==> config.mk <==
export PLATFORM = sky130hd
export DESIGN_NAME = sel_controller
export DESIGN_NICKNAME = d
export VERILOG_FILES = /design/src/assert_macros.svh /design/src/sel_pkg.sv /design/src/sel_controller.sv
export SDC_FILE = /design/constraint.sdc
export NUM_CORES = 1
export LEC_CHECK = 0
export CAP_MARGIN = 20
export CELL_PAD_IN_SITES_DETAIL_PLACEMENT = 0
export CELL_PAD_IN_SITES_GLOBAL_PLACEMENT = 1
export CORE_ASPECT_RATIO = 1.2
export CORE_MARGIN = 2
export CORE_UTILIZATION = 42
export CTS_CLUSTER_DIAMETER = 50
export DETAILED_ROUTE_END_ITERATION = 12
export DONT_BUFFER_PORTS = 1
export GPL_ROUTABILITY_DRIVEN = 0
export PLACE_DENSITY_LB_ADDON = 0.1
export SYNTH_ARGS = -nofsm -noshare
export SYNTH_HDL_FRONTEND = slang
export SYNTH_SLANG_ARGS = --single-unit
==> constraint.sdc <==
create_clock -name i_clk -period 1.7 [get_ports i_clk]
set_input_delay 0.17 -clock i_clk [delete_from_list [all_inputs] [get_ports i_clk]]
set_output_delay 0.17 -clock i_clk [all_outputs]
set_load 0.1 [all_outputs]
==> src/assert_macros.svh <==
`ifndef ASSERT_MACROS_SVH
`define ASSERT_MACROS_SVH

// antecedent holds, consequent in the next cycle
`define SEL_ASSERT_NEXT(lbl, ante, cons) \
    lbl: assert property (@(posedge i_clk) disable iff (!i_rst_n) (ante) |=> (cons)) \
        else $error("assertion failed");

// antecedent holds, consequent in the same cycle
`define SEL_ASSERT_SAME(lbl, ante, cons) \
    lbl: assert property (@(posedge i_clk) disable iff (!i_rst_n) (ante) |-> (cons)) \
        else $error("assertion failed");

`endif

==> src/sel_pkg.sv <==
`default_nettype none
package sel_pkg;

    localparam int COORD_W = 32;
    localparam int FRAC_W  = 16;
    localparam int DIFF_W  = COORD_W + 1;
    localparam int PROD_W  = 2 * DIFF_W;
    localparam int ACC_W   = PROD_W;
    localparam int LEN_W   = ACC_W / 2;
    localparam int REST_W  = 31;
    localparam int THR_W   = 16;
    localparam int RATIO_W = 32;
    localparam int CNT_W   = 6;

    localparam logic [1:0] CFG_TOLERANCE   = 2'd0;
    localparam logic [1:0] CFG_ALLOW_COMPR = 2'd1;
    localparam logic [1:0] CFG_SMALL_THR   = 2'd2;

    localparam logic [RATIO_W-1:0] RATIO_ONE = RATIO_W'(1) << FRAC_W;

    typedef enum logic [2:0] {
        ST_IDLE,
        ST_SQ,
        ST_SQRT,
        ST_DIV,
        ST_RATIO,
        ST_SCALE,
        ST_DONE
    } t_state;

    typedef struct packed {
        logic       load;
        logic       mul_en;
        logic       mul_scale;
        logic [1:0] mul_idx;
        logic       acc_en;
        logic       sqrt_step;
        logic       div_init;
        logic       div_step;
        logic       ratio_load;
        logic       scale_wr;
        logic [1:0] wr_idx;
        logic       finish;
    } t_cmd;

    typedef struct packed {
        logic need_div;
        logic out_busy;
    } t_status;

endpackage
`default_nettype wire

==> src/sel_controller.sv <==
`default_nettype none
module sel_controller
    import sel_pkg::*;
(
    input  wire logic    i_clk,
    input  wire logic    i_rst_n,
    input  wire logic    i_in_valid,
    input  wire logic    i_root,
    output logic         o_in_ready,
    input  wire t_status i_status,
    output t_cmd         o_cmd
);

    t_state             r_state;
    t_state             n_state;
    logic [CNT_W-1:0]   r_cnt;
    logic [CNT_W-1:0]   n_cnt;

    localparam logic [CNT_W-1:0] LAST_MUL  = CNT_W'(3);
    localparam logic [CNT_W-1:0] LAST_SQRT = CNT_W'(LEN_W - 1);
    localparam logic [CNT_W-1:0] LAST_DIV  = CNT_W'(RATIO_W);

    always_comb begin
        n_state = r_state;
        n_cnt   = r_cnt;
        case (r_state)
            ST_IDLE: begin
                n_cnt = '0;
                if (i_in_valid) begin
                    n_state = i_root ? ST_DONE : ST_SQ;
                end
            end
            ST_SQ: begin
                n_cnt = r_cnt + CNT_W'(1);
                if (r_cnt == LAST_MUL) begin
                    n_state = ST_SQRT;
                    n_cnt   = '0;
                end
            end
            ST_SQRT: begin
                n_cnt = r_cnt + CNT_W'(1);
                if (r_cnt == LAST_SQRT) begin
                    n_state = ST_DIV;
                    n_cnt   = '0;
                end
            end
            ST_DIV: begin
                n_cnt = r_cnt + CNT_W'(1);
                if ((r_cnt == '0 && !i_status.need_div) || r_cnt == LAST_DIV) begin
                    n_state = ST_RATIO;
                    n_cnt   = '0;
                end
            end
            ST_RATIO: begin
                n_state = ST_SCALE;
                n_cnt   = '0;
            end
            ST_SCALE: begin
                n_cnt = r_cnt + CNT_W'(1);
                if (r_cnt == LAST_MUL) begin
                    n_state = ST_DONE;
                    n_cnt   = '0;
                end
            end
            ST_DONE: begin
                if (!i_status.out_busy) begin
                    n_state = ST_IDLE;
                end
            end
            default: begin
                n_state = ST_IDLE;
            end
        endcase
    end

    always_comb begin
        o_cmd      = '0;
        o_in_ready = 1'b0;
        case (r_state)
            ST_IDLE: begin
                o_in_ready = 1'b1;
                o_cmd.load = i_in_valid;
            end
            ST_SQ: begin
                o_cmd.mul_en  = r_cnt != LAST_MUL;
                o_cmd.mul_idx = r_cnt[1:0];
                o_cmd.acc_en  = r_cnt != '0;
            end
            ST_SQRT: begin
                o_cmd.sqrt_step = 1'b1;
            end
            ST_DIV: begin
                o_cmd.div_init = r_cnt == '0;
                o_cmd.div_step = r_cnt != '0;
            end
            ST_RATIO: begin
                o_cmd.ratio_load = 1'b1;
            end
            ST_SCALE: begin
                o_cmd.mul_en    = r_cnt != LAST_MUL;
                o_cmd.mul_scale = 1'b1;
                o_cmd.mul_idx   = r_cnt[1:0];
                o_cmd.scale_wr  = r_cnt != '0;
                o_cmd.wr_idx    = r_cnt[1:0] - 2'd1;
            end
            ST_DONE: begin
                o_cmd.finish = !i_status.out_busy;
            end
            default: ;
        endcase
    end

    always_ff @(posedge i_clk) begin
        if (!i_rst_n) begin
            r_state <= ST_IDLE;
            r_cnt   <= '0;
        end else begin
            r_state <= n_state;
            r_cnt   <= n_cnt;
        end
    end

endmodule
`default_nettype wire

Word-level counts from Yosys, hierarchy flattened. Cells that the tools add are included.

Register bits after elaboration: 9. Output and inout port bits: 15.

Add/sub/neg operators: 2. Multiplexer cells: 23. Eq/ne operators: 15. Reduce and logical (&&, ||, !) cells: 11.

Operator list (number): $mux 3 (8); $pmux 6 s4 (1); $pmux 3 s7 (1); $mux 6 (3); $ne 2x2->1 const B (6); $eq 3x3->1 const B (3); $mux 1 (8); $add 6x1->6 const B (1); $eq 3x2->1 const B (2); $eq 6x2->1 const B (1); $eq 6x6->1 const B (1); $logic_not 6->1 (1); $ne 6x2->1 const B (1); $reduce_and 6->1 (1); $reduce_bool 6->1 (1); $mux 2 (2); $reduce_bool 4->1 (1); $reduce_or 2->1 (2); $eq 3x1->1 const B (1); $logic_not 3->1 (1); $logic_not 1->1 (2); $sub 2x1->2 const B (1); $logic_and 1x1->1 (1); $logic_or 1x1->1 (1).

Depth between registers and ports, before layout.
Depth in word-level cells: 5. Gate-level depth with buffers: 8. Mapped depth without buffers: 8.

Worst setup path before layout. No wires, ideal clock.

Path kind: register to register. Start: register r_state[1]. End: register r_state[2]. Period minus slack after synthesis: 3.882 ns. Stages on the path, launching flop included: 6. Required time: 1.630 ns. Setup time: 0.070 ns. Path slack: -2.182 ns. Arrival time: 3.812 ns. Cells stage by stage: dfxtp_1 -> buf_6 -> nor3_1 -> and2_1 -> a21oi_1 -> a21oi_1.

Word-level cells in the longest chain between the ends: 3. Elaborated cells between the ends (all ways): 15.

Ends and longest elaborated chain: start: declaration (line sel_controller.sv:14) `t_state r_state;`; start signal: assignment (line sel_controller.sv:118) `r_state <= n_state;`; $eq 3x1->1, or another cell as far along (line sel_controller.sv:26) `case (r_state)`; $ne 2x2->1 (no source line); $reduce_and 6->1 (no source line).

Parallel ways exist; a longest one is shown, timed or not. A chain may end at the register's enable or synchronous reset.

==> summary.md <==
| Metric | Value |
|---|---|
| Status | finished, final reports clean |
| Worst path cell trace | buf_4, nor3_4, and2_4, buf_12 |
| Max stage delay on crit path | 0.53 ns |
| Top delay family on crit path | flip-flops |
| Fmax | 619 MHz |
| Critical path depth in cells | 4 |
| Clk_lat worst skew | around 0.25 ns |
| Post-Syn Area | approximately 760 um2 |
| Mapped Cells | around 100 |
| Post-synth top area cell | dfxtp_1 |
| Drt drc | 0 |
| Max-slew headroom at the worst pin | between 70% and 80% |
| Worst vdd ir | approximately 1400 uV |
| Die width | 42.9 um |
| Hold-critical path depth | 2 |
| Avg Synthesized Cell Area | 7.46 um2 |
| Die ar. | approximately 0.0022 mm2 |
| Num CTS Buffers | 3 |
| CP arrival | 1.45 ns |
| Worst slew pin tran | 0.379 ns |
| Hold Crit Class | in -> reg |
| Slowest-stage cell, CP | dfxtp_1 |
| Total negative setup slack | 0 ns |
| Tcrit/Tclk final | 95.1% |
| Fraction of layout cells with a size suffix above 1 | 50.0% |
| Dpl hpwl | 1.50 mm |
| Critical Path Start Type | register |
| Count leader, synth | nor2_1 |
| Vias per cell | 5.66 |
| Post-route ant nets | 0 |
| Post-synth ARST share | 0% |
| Worst Skew | 0.00101 ns |
| CTS H-tree lvls | 1 |
| Synth top area share | 23.7% |
| IO Count | 21 |
| Power per cell area | 1180 mW/mm2 |
| Synth warn | 0 |
| Max-slew violation count | 0 |
| Post-CTS Setup Bufs | 0 |
| Final hold violations | 0 |
| R2r worst-path depth | 7 |
| Syn Nets | 110 |
| Crit-path max FO | 9 |
| Post-synth EDFFs | 0 |
| Initial antenna violation count | 0 |
| Lkg Pwr | 0.475 nW |
| Rows | 16 |
| WP data required | 1.53 ns |
| CTS tree | built |
| Seq cells post-synth | 9 |
| Final Net Count | 131 |
| Sequential element share of the synthesized area | 23.7% |
| CTS max path bufs | 2 |
| Global Route Usage Sum | 18.7% |
| Final wirelength | 1.86 mm |
| Antenna cell count | 0 |
| DR iter-0 viols | 19 |
| Clock slew at reported path FFs | about 0.06 ns |
| Yosys cell types | 33 |
| Syn-to-layout area delta | 64.3% |
| DR WL/cell | 13.3 um |
| GR Overflow Total | 0 |
| Die height | 50.6 um |
| Core area | 0.00166 mm2 |
| # hold bufs at CTS | 0 |
| Most frequent cells after synthesis | nor2_1, nand2_1, dfxtp_1 |
| Top cells by area, synth | dfxtp_1, nor2_1, buf_6, nand2_1, nand3_1 |
| Fin util | 75.2% |
| Max Cap Viol | 0 |
| Pin count of the biggest net entering global routing | 11 |
| Initial Util | 45.8% |
| Fin crit period | 1.62 ns |
| Vias in the first global route | 699 |
| First-pass GRT wire length | 3.11 mm |
| DR pass1 iterations | 4 |
| PortBufs | 0 |
| Number of setup violations in the final report | 0 |
| DR vias | just under 800 |
| WS Path Type | reg -> out |
| Worst setup EP type | primary output |
| Clock sink count | 9 |
| Synth Flop Type | dfxtp_1 |
| Root buffer cell | clkbuf_4 |
| Crit path buffers/inverters | 2 |
| Fillers | 125 |
[through the flow]
stage                     setup WS [ns]  total power [mW]  cells  instance area (um2)  hold WS, ns
after floorplan                  -0.342              1.05    102                  906        0.286
after global placement           0.0461              1.26    136                 1190        0.307
after detailed placement         0.0111              1.27    136                 1190        0.295
after CTS                       0.00271              1.45    140                 1220       0.0170
after global routing           -0.00864              1.56    140                 1250       0.0308
final                            0.0837              1.48    140                 1250       0.0258
[state kept, by name, indices dropped and copies added (netlist names)]
| register | flops |
|---|---|
| r_cnt | 6 |
| r_state | 3 |
[routing by layer]
| layer | share of wire (%) | track usage [%] | vias to the layer above |
|---|---|---|---|
| met5 | 0 | 0 | - |
| met1 | 43 | 21.8 | 350 |
| met2 | 49 | 32.1 | 34 |
| li1 | - | - | 404 |
| met4 | 1.7 | 9.38 | 0 |
| met3 | 6.2 | 3.60 | 4 |
[cells in the final DEF (no fill, tap or decap), types with 2 or more instances in the layout]
cell type	instances
a31oi_1	3
nand2_1	9
nor3b_4	2
nor2_4	5
nor2_1	8
a211oi_2	2
nor2_2	2
nor2b_2	2
a21oi_1	5
nand4_1	2
nand3_1	8
nor3_4	5
inv_1	4
nand4b_1	2
nand2_2	2
o21ai_0	3
clkbuf_4	3
buf_4	8
nor2b_1	2
nand2b_1	2
inv_2	2
dfxtp_1	5
a211oi_1	2
dfxtp_2	3
buf_12	14
[where the power goes]
part           switching, mW  internal [mW]  total (mW)
clock                 0.0737         0.0904       0.164
sequential            0.0561          0.244       0.300
combinational          0.643          0.370        1.01
[repair_timing]
action	CTS	global route
pin swaps	0	2
cloned	0	0
hold endpoints to repair	0	0
gates resized for setup	1	9
setup endpoints to repair	1	17
[cells by family (layout without fill, tap and decap cells)]
kind of cell,count (synthesis),after routing,synth area share (%)
compound gates,19,19,17.8
flops,9,9,23.7
xor+xnor,1,1,1.15
fa+ha+maj,2,2,3.29
buf+inv,13,33,12.2
simple gates,57,57,40.6
mux,1,1,1.32
[area by class of cell]
class	instances	area (um2)	share of cell area [%]
tap	18	22.5	1.80
inverter	7	28.8	2.30
multi-input combinational	80	644	51.6
clock buffer	4	26.3	2.10
sequential	9	188	15.0
timing repair buffer	22	340	27.2
[final timing paths]
path / start / end / slack [ns]
setup / recovery: r_state[2] / o_cmd[13] / 0.08
hold / removal: i_rst_n / r_cnt[3] / 0.03
hold reg to reg: r_cnt[0] / r_cnt[0] / 0.51
setup reg to reg: r_cnt[1] / r_cnt[1] / 0.12
[worst register-to-register path, cell delays in order, from the launching register on]
cell,delay (ns)
dfxtp_2,0.34
inv_2,0.10
ha_4,0.16
nor4b_4,0.26
o21ai_1,0.13
a21o_2,0.27
a2bb2oi_2,0.16
nor2_1,0.04
Power figures use the tool's default switching activity.
